## config.mk

```make
export PLATFORM = sky130hd
export DESIGN_NAME = overwriting_byte_ring_buffer_unit_flat
export DESIGN_NICKNAME = d
export VERILOG_FILES = /design/src/rtl/obrb_pkg.sv /design/src/rtl/obrb_if.sv /design/src/rtl/obrb_alu.sv /design/src/rtl/obrb_store.sv /design/src/rtl/overwriting_byte_ring_buffer_unit.sv /design/src/flat_wrapper.sv
export SDC_FILE = /design/constraint.sdc
export NUM_CORES = 2
export LEC_CHECK = 0
export BUFFER_PORTS_ARGS = -buffer_cell sky130_fd_sc_hd__buf_2
export CORE_ASPECT_RATIO = 2
export CORE_UTILIZATION = 45
export CTS_CLUSTER_SIZE = 24
export DETAILED_ROUTE_END_ITERATION = 10
export SYNTH_ARGS = -nofsm -noshare
export SYNTH_HDL_FRONTEND = slang
export SYNTH_HIERARCHICAL = 1
export SYNTH_SLANG_ARGS = --single-unit
```

## constraint.sdc

```tcl
create_clock -name clk_i -period 18.7 [get_ports clk_i]
set_clock_uncertainty 0.1 [all_clocks]
set_input_delay 3.74 -clock clk_i [delete_from_list [all_inputs] [get_ports clk_i]]
set_output_delay 3.74 -clock clk_i [all_outputs]
set_load 0.01 [all_outputs]
```

## src/rtl/obrb_pkg.sv

```systemverilog
// Package for the overwriting byte ring buffer: widths, command codes, shared types.
package obrb_pkg;

  localparam int unsigned DEPTH   = 256;
  localparam int unsigned PTR_W   = $clog2(DEPTH);
  localparam int unsigned CAP_W   = PTR_W + 1;
  localparam int unsigned ALU_W   = CAP_W + 1;
  localparam int unsigned BYTE_W  = 8;
  localparam int unsigned CMD_W   = 2;
  localparam int unsigned CNT_W   = 8;

  localparam logic [CMD_W-1:0] CMD_PUT     = 2'd0;
  localparam logic [CMD_W-1:0] CMD_PEEK    = 2'd1;
  localparam logic [CMD_W-1:0] CMD_ADVANCE = 2'd2;
  localparam logic [CMD_W-1:0] CMD_SEARCH  = 2'd3;

  localparam logic [CAP_W-1:0] CAP_MIN = CAP_W'(2);
  localparam logic [CAP_W-1:0] CAP_MAX = CAP_W'(DEPTH);

  // Operands of the shared compare-subtract unit
  typedef struct packed {
    logic [ALU_W-1:0] a;
    logic [ALU_W-1:0] b;
  } alu_req_t;

  typedef struct packed {
    logic             ge;
    logic [ALU_W-1:0] diff;
    logic [ALU_W-1:0] reduced;
  } alu_rsp_t;

  typedef struct packed {
    logic              we;
    logic [PTR_W-1:0]  addr;
    logic [BYTE_W-1:0] data;
  } store_wr_t;

  typedef struct packed {
    logic [BYTE_W-1:0] read_data;
    logic [CNT_W-1:0]  position;
    logic              found;
    logic [CNT_W-1:0]  used_count;
    logic [CNT_W-1:0]  free_count;
  } result_t;

  // Bytes between read and write pointer in a ring of cap slots
  function automatic logic [CNT_W-1:0] ring_used(input logic [PTR_W-1:0] wp,
                                                 input logic [PTR_W-1:0] rp,
                                                 input logic [CAP_W-1:0] cap);
    logic [CAP_W-1:0] span;
    if (wp >= rp) begin
      span = {1'b0, wp - rp};
    end else begin
      span = cap - {1'b0, rp - wp};
    end
    return span[CNT_W-1:0];
  endfunction

endpackage

```

## src/rtl/obrb_if.sv

```systemverilog
// Valid/ready channel interfaces for commands and results.
interface obrb_cmd_if import obrb_pkg::*; ();
  logic              valid;
  logic              ready;
  logic [CMD_W-1:0]  command;
  logic [BYTE_W-1:0] data_byte;
  logic [CNT_W-1:0]  amount;

  modport source (output valid, command, data_byte, amount, input ready);
  modport sink   (input valid, command, data_byte, amount, output ready);
endinterface

interface obrb_res_if import obrb_pkg::*; ();
  logic              valid;
  logic              ready;
  logic [BYTE_W-1:0] read_data;
  logic [CNT_W-1:0]  position;
  logic              found;
  logic [CNT_W-1:0]  used_count;
  logic [CNT_W-1:0]  free_count;

  modport source (output valid, read_data, position, found, used_count, free_count,
                  input ready);
  modport sink   (input valid, read_data, position, found, used_count, free_count,
                  output ready);
endinterface

```

## src/rtl/obrb_alu.sv

```systemverilog
// Shared compare-subtract unit: a >= b, a - b, and a reduced once by b.
module obrb_alu import obrb_pkg::*; (
  input  alu_req_t req_i,
  output alu_rsp_t rsp_o
);

  always_comb begin
    rsp_o.ge      = (req_i.a >= req_i.b);
    rsp_o.diff    = req_i.a - req_i.b;
    rsp_o.reduced = rsp_o.ge ? rsp_o.diff : req_i.a;
  end

endmodule

```

## src/rtl/obrb_store.sv

```systemverilog
// Byte store: one write port, one registered read port, per-entry valid bits.
module obrb_store import obrb_pkg::*; (
  input  logic              clk_i,
  input  logic              rst_ni,
  input  store_wr_t         wr_i,
  input  logic [PTR_W-1:0]  raddr_i,
  output logic [BYTE_W-1:0] rdata_o
);

  logic [BYTE_W-1:0] mem_q [DEPTH];
  logic [DEPTH-1:0]  valid_q;
  logic [BYTE_W-1:0] rdata_q;

  // never-written entries read as zero
  always_ff @(posedge clk_i or negedge rst_ni) begin
    if (!rst_ni) begin
      valid_q <= '0;
    end else if (wr_i.we) begin
      valid_q[wr_i.addr] <= 1'b1;
    end
  end

  always_ff @(posedge clk_i) begin
    if (wr_i.we) begin
      mem_q[wr_i.addr] <= wr_i.data;
    end
    rdata_q <= valid_q[raddr_i] ? mem_q[raddr_i] : '0;
  end

  assign rdata_o = rdata_q;

endmodule

```

## src/rtl/overwriting_byte_ring_buffer_unit.sv

```systemverilog
// Top level of the overwriting byte ring buffer: sequencer, pointers, result register.
//
//  channel | dir | handshake       | payload
//  cmd_i   | in  | valid / ready   | command, data_byte, amount
//  res_o   | out | valid / ready   | read_data, position, found, used_count, free_count
//  cfg     | in  | cfg_we_i        | cfg_wdata_i = capacity (clamped to 2..256)
//
// Steps per transaction, from accept to result in the output register:
// put a write step, plus a read-pointer step when the oldest byte is dropped;
// advance and peek 8 restoring-division steps for amount mod capacity, one
// ring add, peek also one store read; search setup plus one per stored byte examined.
// Division steps and ring wraps share the compare-subtract unit; cmd_i.ready is low
// until the sequencer returns to idle. Reset clears pointers and store valid
// bits at once (no sweep). The result step waits while the output register
// still holds an untaken result; cmd_i.ready stays low for that time too.
module overwriting_byte_ring_buffer_unit import obrb_pkg::*; (
  input  logic             clk_i,
  input  logic             rst_ni,
  input  logic             cfg_we_i,
  input  logic [CAP_W-1:0] cfg_wdata_i,
  obrb_cmd_if.sink         cmd_i,
  obrb_res_if.source       res_o
);

  localparam logic [3:0] S_IDLE   = 4'd0;
  localparam logic [3:0] S_DIV    = 4'd1;
  localparam logic [3:0] S_ADD    = 4'd2;
  localparam logic [3:0] S_PEEK   = 4'd3;
  localparam logic [3:0] S_PUT    = 4'd4;
  localparam logic [3:0] S_PUT2   = 4'd5;
  localparam logic [3:0] S_SINIT  = 4'd6;
  localparam logic [3:0] S_SRCH   = 4'd7;
  localparam logic [3:0] S_RESULT = 4'd8;

  logic [3:0]        state_q, state_d;
  logic [PTR_W-1:0]  wp_q, wp_d, rp_q, rp_d;
  logic [CAP_W-1:0]  cap_q, cap_d;

  // per-transaction working registers
  logic [CMD_W-1:0]  cmd_q, cmd_d;
  logic [BYTE_W-1:0] data_q, data_d;
  logic [CNT_W-1:0]  amt_q, amt_d;
  logic [CAP_W-1:0]  rem_q, rem_d;
  logic [2:0]        bit_q, bit_d;
  logic [PTR_W-1:0]  idx_q, idx_d;
  logic [CNT_W-1:0]  k_q, k_d, n_q, n_d;
  logic [BYTE_W-1:0] rd_q, rd_d;
  logic [CNT_W-1:0]  pos_q, pos_d;
  logic              fnd_q, fnd_d;

  logic              out_valid_q, out_valid_d;
  result_t           out_q, out_d;

  alu_req_t          alu_req;
  alu_rsp_t          alu_rsp;
  store_wr_t         st_wr;
  logic [PTR_W-1:0]  st_raddr;
  logic [BYTE_W-1:0] st_rdata;
  logic [CNT_W-1:0]  used_now;
  logic              cmd_fire;

  obrb_alu u_alu (
    .req_i (alu_req),
    .rsp_o (alu_rsp)
  );

  obrb_store u_store (
    .clk_i   (clk_i),
    .rst_ni  (rst_ni),
    .wr_i    (st_wr),
    .raddr_i (st_raddr),
    .rdata_o (st_rdata)
  );

  assign cmd_i.ready = (state_q == S_IDLE);
  assign cmd_fire    = cmd_i.valid && cmd_i.ready;
  assign used_now    = ring_used(wp_q, rp_q, cap_q);

  always_comb begin
    state_d     = state_q;
    wp_d        = wp_q;
    rp_d        = rp_q;
    cap_d       = cap_q;
    cmd_d       = cmd_q;
    data_d      = data_q;
    amt_d       = amt_q;
    rem_d       = rem_q;
    bit_d       = bit_q;
    idx_d       = idx_q;
    k_d         = k_q;
    n_d         = n_q;
    rd_d        = rd_q;
    pos_d       = pos_q;
    fnd_d       = fnd_q;
    out_d       = out_q;
    out_valid_d = out_valid_q;
    alu_req.a   = '0;
    alu_req.b   = {1'b0, cap_q};
    st_wr       = '0;
    st_raddr    = rp_q;

    if (res_o.valid && res_o.ready) begin
      out_valid_d = 1'b0;
    end

    unique case (state_q)
      S_IDLE: begin
        if (cmd_fire) begin
          cmd_d  = cmd_i.command;
          data_d = cmd_i.data_byte;
          amt_d  = cmd_i.amount;
          rem_d  = '0;
          bit_d  = 3'd7;
          rd_d   = '0;
          pos_d  = '0;
          fnd_d  = 1'b0;
          unique case (cmd_i.command)
            CMD_PUT:     state_d = S_PUT;
            CMD_PEEK:    state_d = S_DIV;
            CMD_ADVANCE: state_d = S_DIV;
            CMD_SEARCH:  state_d = S_SINIT;
            default:     state_d = S_IDLE;
          endcase
        end
      end
      // one restoring-division step per cycle: rem = amount mod capacity
      S_DIV: begin
        alu_req.a = {rem_q, amt_q[bit_q]};
        rem_d     = alu_rsp.reduced[CAP_W-1:0];
        bit_d     = bit_q - 3'd1;
        if (bit_q == 3'd0) begin
          state_d = S_ADD;
        end
      end
      // rp + rem < 2 * capacity, so one conditional subtract wraps it
      S_ADD: begin
        alu_req.a = {2'b00, rp_q} + {1'b0, rem_q};
        st_raddr  = alu_rsp.reduced[PTR_W-1:0];
        if (cmd_q == CMD_PEEK) begin
          state_d = S_PEEK;
        end else begin
          rp_d    = alu_rsp.reduced[PTR_W-1:0];
          pos_d   = alu_rsp.reduced[CNT_W-1:0];
          state_d = S_RESULT;
        end
      end
      S_PEEK: begin
        rd_d    = st_rdata;
        state_d = S_RESULT;
      end
      S_PUT: begin
        st_wr.we   = 1'b1;
        st_wr.addr = wp_q;
        st_wr.data = data_q;
        alu_req.a  = {2'b00, wp_q} + ALU_W'(1);
        wp_d       = alu_rsp.reduced[PTR_W-1:0];
        pos_d      = alu_rsp.reduced[CNT_W-1:0];
        // ring full: drop the oldest byte
        if (alu_rsp.reduced[PTR_W-1:0] == rp_q) begin
          state_d = S_PUT2;
        end else begin
          state_d = S_RESULT;
        end
      end
      S_PUT2: begin
        alu_req.a = {2'b00, rp_q} + ALU_W'(1);
        rp_d      = alu_rsp.reduced[PTR_W-1:0];
        state_d   = S_RESULT;
      end
      S_SINIT: begin
        n_d      = used_now;
        k_d      = '0;
        idx_d    = rp_q;
        st_raddr = rp_q;
        if (used_now == '0) begin
          state_d = S_RESULT;
        end else begin
          state_d = S_SRCH;
        end
      end
      // read data is for idx_q; next index is fetched in the same cycle
      S_SRCH: begin
        alu_req.a = {2'b00, idx_q} + ALU_W'(1);
        idx_d     = alu_rsp.reduced[PTR_W-1:0];
        st_raddr  = alu_rsp.reduced[PTR_W-1:0];
        if (st_rdata == data_q) begin
          fnd_d   = 1'b1;
          pos_d   = k_q;
          state_d = S_RESULT;
        end else if (({1'b0, k_q} + 9'd1) == {1'b0, n_q}) begin
          state_d = S_RESULT;
        end else begin
          k_d = k_q + CNT_W'(1);
        end
      end
      S_RESULT: begin
        if (!out_valid_q || res_o.ready) begin
          out_d.read_data  = rd_q;
          out_d.position   = pos_q;
          out_d.found      = fnd_q;
          out_d.used_count = used_now;
          out_d.free_count = CNT_W'(cap_q - CAP_W'(1) - {1'b0, used_now});
          out_valid_d      = 1'b1;
          state_d          = S_IDLE;
        end
      end
      default: state_d = S_IDLE;
    endcase

    // capacity write empties the ring; stored bytes stay
    if (cfg_we_i) begin
      if (cfg_wdata_i < CAP_MIN) begin
        cap_d = CAP_MIN;
      end else if (cfg_wdata_i > CAP_MAX) begin
        cap_d = CAP_MAX;
      end else begin
        cap_d = cfg_wdata_i;
      end
      wp_d = '0;
      rp_d = '0;
    end
  end

  always_ff @(posedge clk_i or negedge rst_ni) begin
    if (!rst_ni) begin
      state_q     <= S_IDLE;
      wp_q        <= '0;
      rp_q        <= '0;
      cap_q       <= CAP_MAX;
      out_valid_q <= 1'b0;
    end else begin
      state_q     <= state_d;
      wp_q        <= wp_d;
      rp_q        <= rp_d;
      cap_q       <= cap_d;
      out_valid_q <= out_valid_d;
    end
  end

  always_ff @(posedge clk_i) begin
    cmd_q  <= cmd_d;
    data_q <= data_d;
    amt_q  <= amt_d;
    rem_q  <= rem_d;
    bit_q  <= bit_d;
    idx_q  <= idx_d;
    k_q    <= k_d;
    n_q    <= n_d;
    rd_q   <= rd_d;
    pos_q  <= pos_d;
    fnd_q  <= fnd_d;
    out_q  <= out_d;
  end

  assign res_o.valid      = out_valid_q;
  assign res_o.read_data  = out_q.read_data;
  assign res_o.position   = out_q.position;
  assign res_o.found      = out_q.found;
  assign res_o.used_count = out_q.used_count;
  assign res_o.free_count = out_q.free_count;

  // pointers always stay inside the ring
  a_ptr_range: assert property (@(posedge clk_i) disable iff (!rst_ni)
    ({1'b0, wp_q} < cap_q) && ({1'b0, rp_q} < cap_q))
    else $error("ring pointer at or beyond capacity");

  // an accepted command leaves cmd_i.ready low in the cycle after
  a_busy_after_accept: assert property (@(posedge clk_i) disable iff (!rst_ni)
    cmd_fire |=> !cmd_i.ready)
    else $error("command accepted back to back");

  // division leaves a reduced remainder
  a_rem_reduced: assert property (@(posedge clk_i) disable iff (!rst_ni)
    (state_q == S_ADD) |-> (rem_q < cap_q))
    else $error("remainder not below capacity");

  // search never walks past the stored bytes
  a_search_bound: assert property (@(posedge clk_i) disable iff (!rst_ni)
    (state_q == S_SRCH) |-> (k_q < n_q))
    else $error("search index beyond used count");

endmodule
```

## src/flat_wrapper.sv

```systemverilog
// flat-port wrapper written by rule: the top's interface ports become plain ports
module overwriting_byte_ring_buffer_unit_flat import obrb_pkg::*;
  (clk_i, rst_ni, cfg_we_i, cfg_wdata_i, cmd_i_valid, cmd_i_command, cmd_i_data_byte, cmd_i_amount, cmd_i_ready, res_o_valid, res_o_read_data, res_o_position, res_o_found, res_o_used_count, res_o_free_count, res_o_ready);
  obrb_cmd_if cmd_i_i ();
  obrb_res_if res_o_i ();
  input  logic clk_i;
  input  logic rst_ni;
  input  logic cfg_we_i;
  input  logic [CAP_W-1:0] cfg_wdata_i;
  input wire logic [$bits(cmd_i_i.valid)-1:0] cmd_i_valid;
  input wire logic [$bits(cmd_i_i.command)-1:0] cmd_i_command;
  input wire logic [$bits(cmd_i_i.data_byte)-1:0] cmd_i_data_byte;
  input wire logic [$bits(cmd_i_i.amount)-1:0] cmd_i_amount;
  output wire logic [$bits(cmd_i_i.ready)-1:0] cmd_i_ready;
  output wire logic [$bits(res_o_i.valid)-1:0] res_o_valid;
  output wire logic [$bits(res_o_i.read_data)-1:0] res_o_read_data;
  output wire logic [$bits(res_o_i.position)-1:0] res_o_position;
  output wire logic [$bits(res_o_i.found)-1:0] res_o_found;
  output wire logic [$bits(res_o_i.used_count)-1:0] res_o_used_count;
  output wire logic [$bits(res_o_i.free_count)-1:0] res_o_free_count;
  input wire logic [$bits(res_o_i.ready)-1:0] res_o_ready;
  assign cmd_i_i.valid = cmd_i_valid;
  assign cmd_i_i.command = cmd_i_command;
  assign cmd_i_i.data_byte = cmd_i_data_byte;
  assign cmd_i_i.amount = cmd_i_amount;
  assign cmd_i_ready = cmd_i_i.ready;
  assign res_o_valid = res_o_i.valid;
  assign res_o_read_data = res_o_i.read_data;
  assign res_o_position = res_o_i.position;
  assign res_o_found = res_o_i.found;
  assign res_o_used_count = res_o_i.used_count;
  assign res_o_free_count = res_o_i.free_count;
  assign res_o_i.ready = res_o_ready;
  overwriting_byte_ring_buffer_unit u_core (.clk_i(clk_i), .rst_ni(rst_ni), .cfg_we_i(cfg_we_i), .cfg_wdata_i(cfg_wdata_i), .cmd_i(cmd_i_i), .res_o(res_o_i));
endmodule
```

==> flow_metrics.py <==
metrics = {
    "power": {
        "cellInternalPower_mw": 10.7,
        "power_per_cell_area_mw_per_mm2": 151,
        "leakage_component_of_the_power_nw": 35.0,
        "max-vdd-ir-drop_mv": 0.106,
        "p_clk_share_pct": 26.5,
        "report.power.total_mw": 16.5,
        "power.switching_mw": 5.79,
        "combPwrFrac_pct": 35.0,
        "pwr-share-seq_pct": 38.5,
        "switching_share_pct": 35.1,
    },
    "detailed_routing": {
        "routed_wire_length_per_instance_um": 33.4,
        "average_via_count_per_standard_cell": 6.10,
        "dr_total_vias": 53600,
        "first_drt_iteration_drcs": 5275,
        "aggregate_routed_wire_length_um": 293000,
        "drcViolationCount": 0,
        "detailedRoute.firstPassIterationCount": 6,
        "postRouteAntennaNets": 0,
    },
    "sta": {
        "report.final.hold_viol_count": 0,
        "finalMaxSlewViolations": 1,
        "fin_setup_tns_ps": 0,
        "finalCriticalPeriod_ps": 9850,
        "max_freq_mhz": 101,
        "rsz0062_at_grt": "no",
        "post-route-period-util_pct": 52.7,
        "fin_worst_hold_slack_ps": 321,
        "slew_headroom_pct": -4.77,
        "finalSetupViolCount": 0,
        "tightest_slew_ps": 1570,
    },
    "floorplanning": {
        "initial_util_pct": 45.4,
        "row_count": 243,
        "core_area_mm2": 0.219,
        "die_h_um": 667,
        "floorplan.io_pins": 67,
        "die_area_mm2": 0.223,
        "die_w_um": 334,
    },
    "grt": {
        "grt_antenna_before_repair": 7,
        "grt_first_pass_wirelength_um": 414000,
        "global_route.usage.total_pct": 26.3,
        "vias_in_the_first_global_route": 55400,
        "overflow_after_grt": 0,
        "grt_max_degree": 209,
    },
    "place": {
        "hpwl_um": 193000,
        "finalWeightedCongestion": 0.913,
        "port_buffers": 66,
    },
    "worst_setup_path": {
        "worstPathArrival_ps": 10490,
        "timing_worst_setup_path_type": "flop to flop",
        "critical_path.max_fanout": 79,
        "setup.worst_path.end_class": "flop",
        "crit_required_ps": 19340,
        "startpoint_type": "flop",
    },
    "layout": {
        "layout.cells.most_common": "sky130_fd_sc_hd__edfxtp_1",
        "layout.filler_cells": 17800,
        "layout.nets": 5753,
        "drive_gt1_share_pct": 19.7,
        "syn_to_final_growth_pct": 9.90,
        "mostFrequentLayoutCells": "2152 x sky130_fd_sc_hd__edfxtp_1, 489 x sky130_fd_sc_hd__mux2i_1, 332 x sky130_fd_sc_hd__mux4_2, 322 x sky130_fd_sc_hd__nor2_1, 285 x sky130_fd_sc_hd__dfrtp_1",
    },
    "logic_synthesis": {
        "post_syn_instances": 5576,
        "post_synth.cell_area_avg_um2": 17.8,
        "synthesis.nets": 5665,
        "yosys_warnings": 6,
        "mappedNetlistArea_mm2": 0.0995,
    },
    "cts": {
        "cts_max_path_buffers": 4,
        "cts_tree": "done",
        "post_cts.resized_instances": 0,
        "cts.sinks": 2446,
        "h-tree-depth": 4,
        "clk_slew_on_worst_s_h_paths_ps": 70,
        "insertion_delay_ps": 870,
        "cts.root.buffer_cell": "sky130_fd_sc_hd__clkbuf_16",
        "postCtsHoldBufs": 0,
        "cts_setup_buffers": 0,
        "cts-buffers-inserted": 208,
    },
    "job": {
        "max-cap-violations": 0,
    },
    "run_status": {
        "outcome": "complete, but fails checks",
        "violations": "slew limit",
    },
    "hold_path": {
        "hold_class": "flop to flop",
    },
}
[worst max-delay path, stage by stage, from the launching register on]
cell and delay, ps:
sky130_fd_sc_hd__dfrtp_1 500, sky130_fd_sc_hd__nand3b_1 550, sky130_fd_sc_hd__o21ai_0 470, sky130_fd_sc_hd__ha_1 290, sky130_fd_sc_hd__and3_1 160, sky130_fd_sc_hd__a221o_1 320
sky130_fd_sc_hd__fa_1 470, sky130_fd_sc_hd__a211oi_1 370, sky130_fd_sc_hd__o21ai_1 140, sky130_fd_sc_hd__o2111ai_1 260, sky130_fd_sc_hd__o21ai_4 190, sky130_fd_sc_hd__mux2i_1 570
sky130_fd_sc_hd__mux2_8 570, sky130_fd_sc_hd__buf_12 440, sky130_fd_sc_hd__buf_4 750, sky130_fd_sc_hd__buf_4 560, sky130_fd_sc_hd__mux4_2 580, sky130_fd_sc_hd__mux2i_1 420
sky130_fd_sc_hd__a221oi_1 170, sky130_fd_sc_hd__nor4_1 1040, sky130_fd_sc_hd__o32ai_1 220, sky130_fd_sc_hd__nor2b_2 210
[final timing paths]
check                      slack, ps                                endpoint  cells after the start                          start
min in group asynchronous       2840  u_core/u_store/valid_q[14]$_DFFE_PN0P_                      1                         rst_ni
setup / recovery                8850    u_core/u_store/rdata_o[4]$_SDFF_PN0_                     21  u_core/state_q[3]$_DFFE_PN0P_
setup reg to reg                8850    u_core/u_store/rdata_o[4]$_SDFF_PN0_                     21  u_core/state_q[3]$_DFFE_PN0P_
hold reg to reg                  320     u_core/res_o.read_data[0]$_DFFE_PP_                      0   u_core/rd_q[0]$_SDFFCE_PN0P_
hold / removal                   320     u_core/res_o.read_data[0]$_DFFE_PP_                      0   u_core/rd_q[0]$_SDFFCE_PN0P_
max in group asynchronous      11960  u_core/u_store/valid_q[94]$_DFFE_PN0P_                      5                         rst_ni
[sequential cells by signal (all words and copies together), names as in the netlist, 2 cells and up]
register / count
u_core/cmd_q: 2
u_core/u_store/rdata_o: 8
u_core/data_q: 8
u_core/res_o.used_count: 8
u_core/rp_q: 8
u_core/res_o.read_data: 8
u_core/rd_q: 8
u_core/bit_q: 3
u_core/wp_q: 8
u_core/u_store/valid_q: 256
u_core/rem_q: 9
u_core/res_o.free_count: 8
u_core/state_q: 4
u_core/res_o.position: 8
u_core/amt_q: 8
u_core/n_q: 8
u_core/cap_q: 9
u_core/idx_q: 8
u_core/pos_q: 8
u_core/u_store/mem_q: 2048
u_core/k_q: 8
[area by class of cell]
| type | instances | area [µm²] | share of cell area [%] |
|---|---|---|---|
| Clock buffer | 284 | 5750 | 5.25 |
| Clock inverter | 96 | 987 | 0.903 |
| Inverter | 82 | 315 | 0.288 |
| Timing Repair Buffer | 185 | 1350 | 1.23 |
| Multi-Input combinational cell | 2741 | 25300 | 23.2 |
| Tap cell | 2940 | 3680 | 3.36 |
| Sequential cell | 2446 | 71900 | 65.8 |
| Antenna cell | 3 | 7.51 | 0.00687 |
[power by group through the flow]
stage | logic [mW] | registers (mW) | clock network [mW]
3_3_place_gp | 5.71 | 6.45 | 0
3_5_place_dp | 5.74 | 6.46 | 0
6_report | 5.77 | 6.34 | 4.37
5_1_grt | 6.00 | 6.34 | 4.62
2_1_floorplan | 3.90 | 6.46 | 0
4_1_cts | 5.75 | 6.34 | 4.44
[stage by stage]
| step | worst slack, ps | instance area (µm²) | std cells | utilization (%) |
|---|---|---|---|---|
| floorplan | 12570 | 99500 | 5576 | - |
| global placement | 8880 | 103000 | 8394 | 46.8 |
| detailed placement | 8840 | 103000 | 8394 | 46.8 |
| CTS | 8810 | 109000 | 8774 | 49.9 |
| global route | 8340 | 109000 | 8775 | 49.9 |
| finish | 8850 | 109000 | 8777 | 49.9 |
[metal layers]
metal	share of wire (%)	vias to the layer above	GRT usage (%)	wire [µm]
met2	54	2145	48.4	158000
met1	32	28400	27.4	95200
met5	0.0095	-	0	28
met4	8.1	4	18.5	23900
li1	-	22400	-	-
met3	5.6	665	3.52	16300
Power figures use the tool's default switching activity.
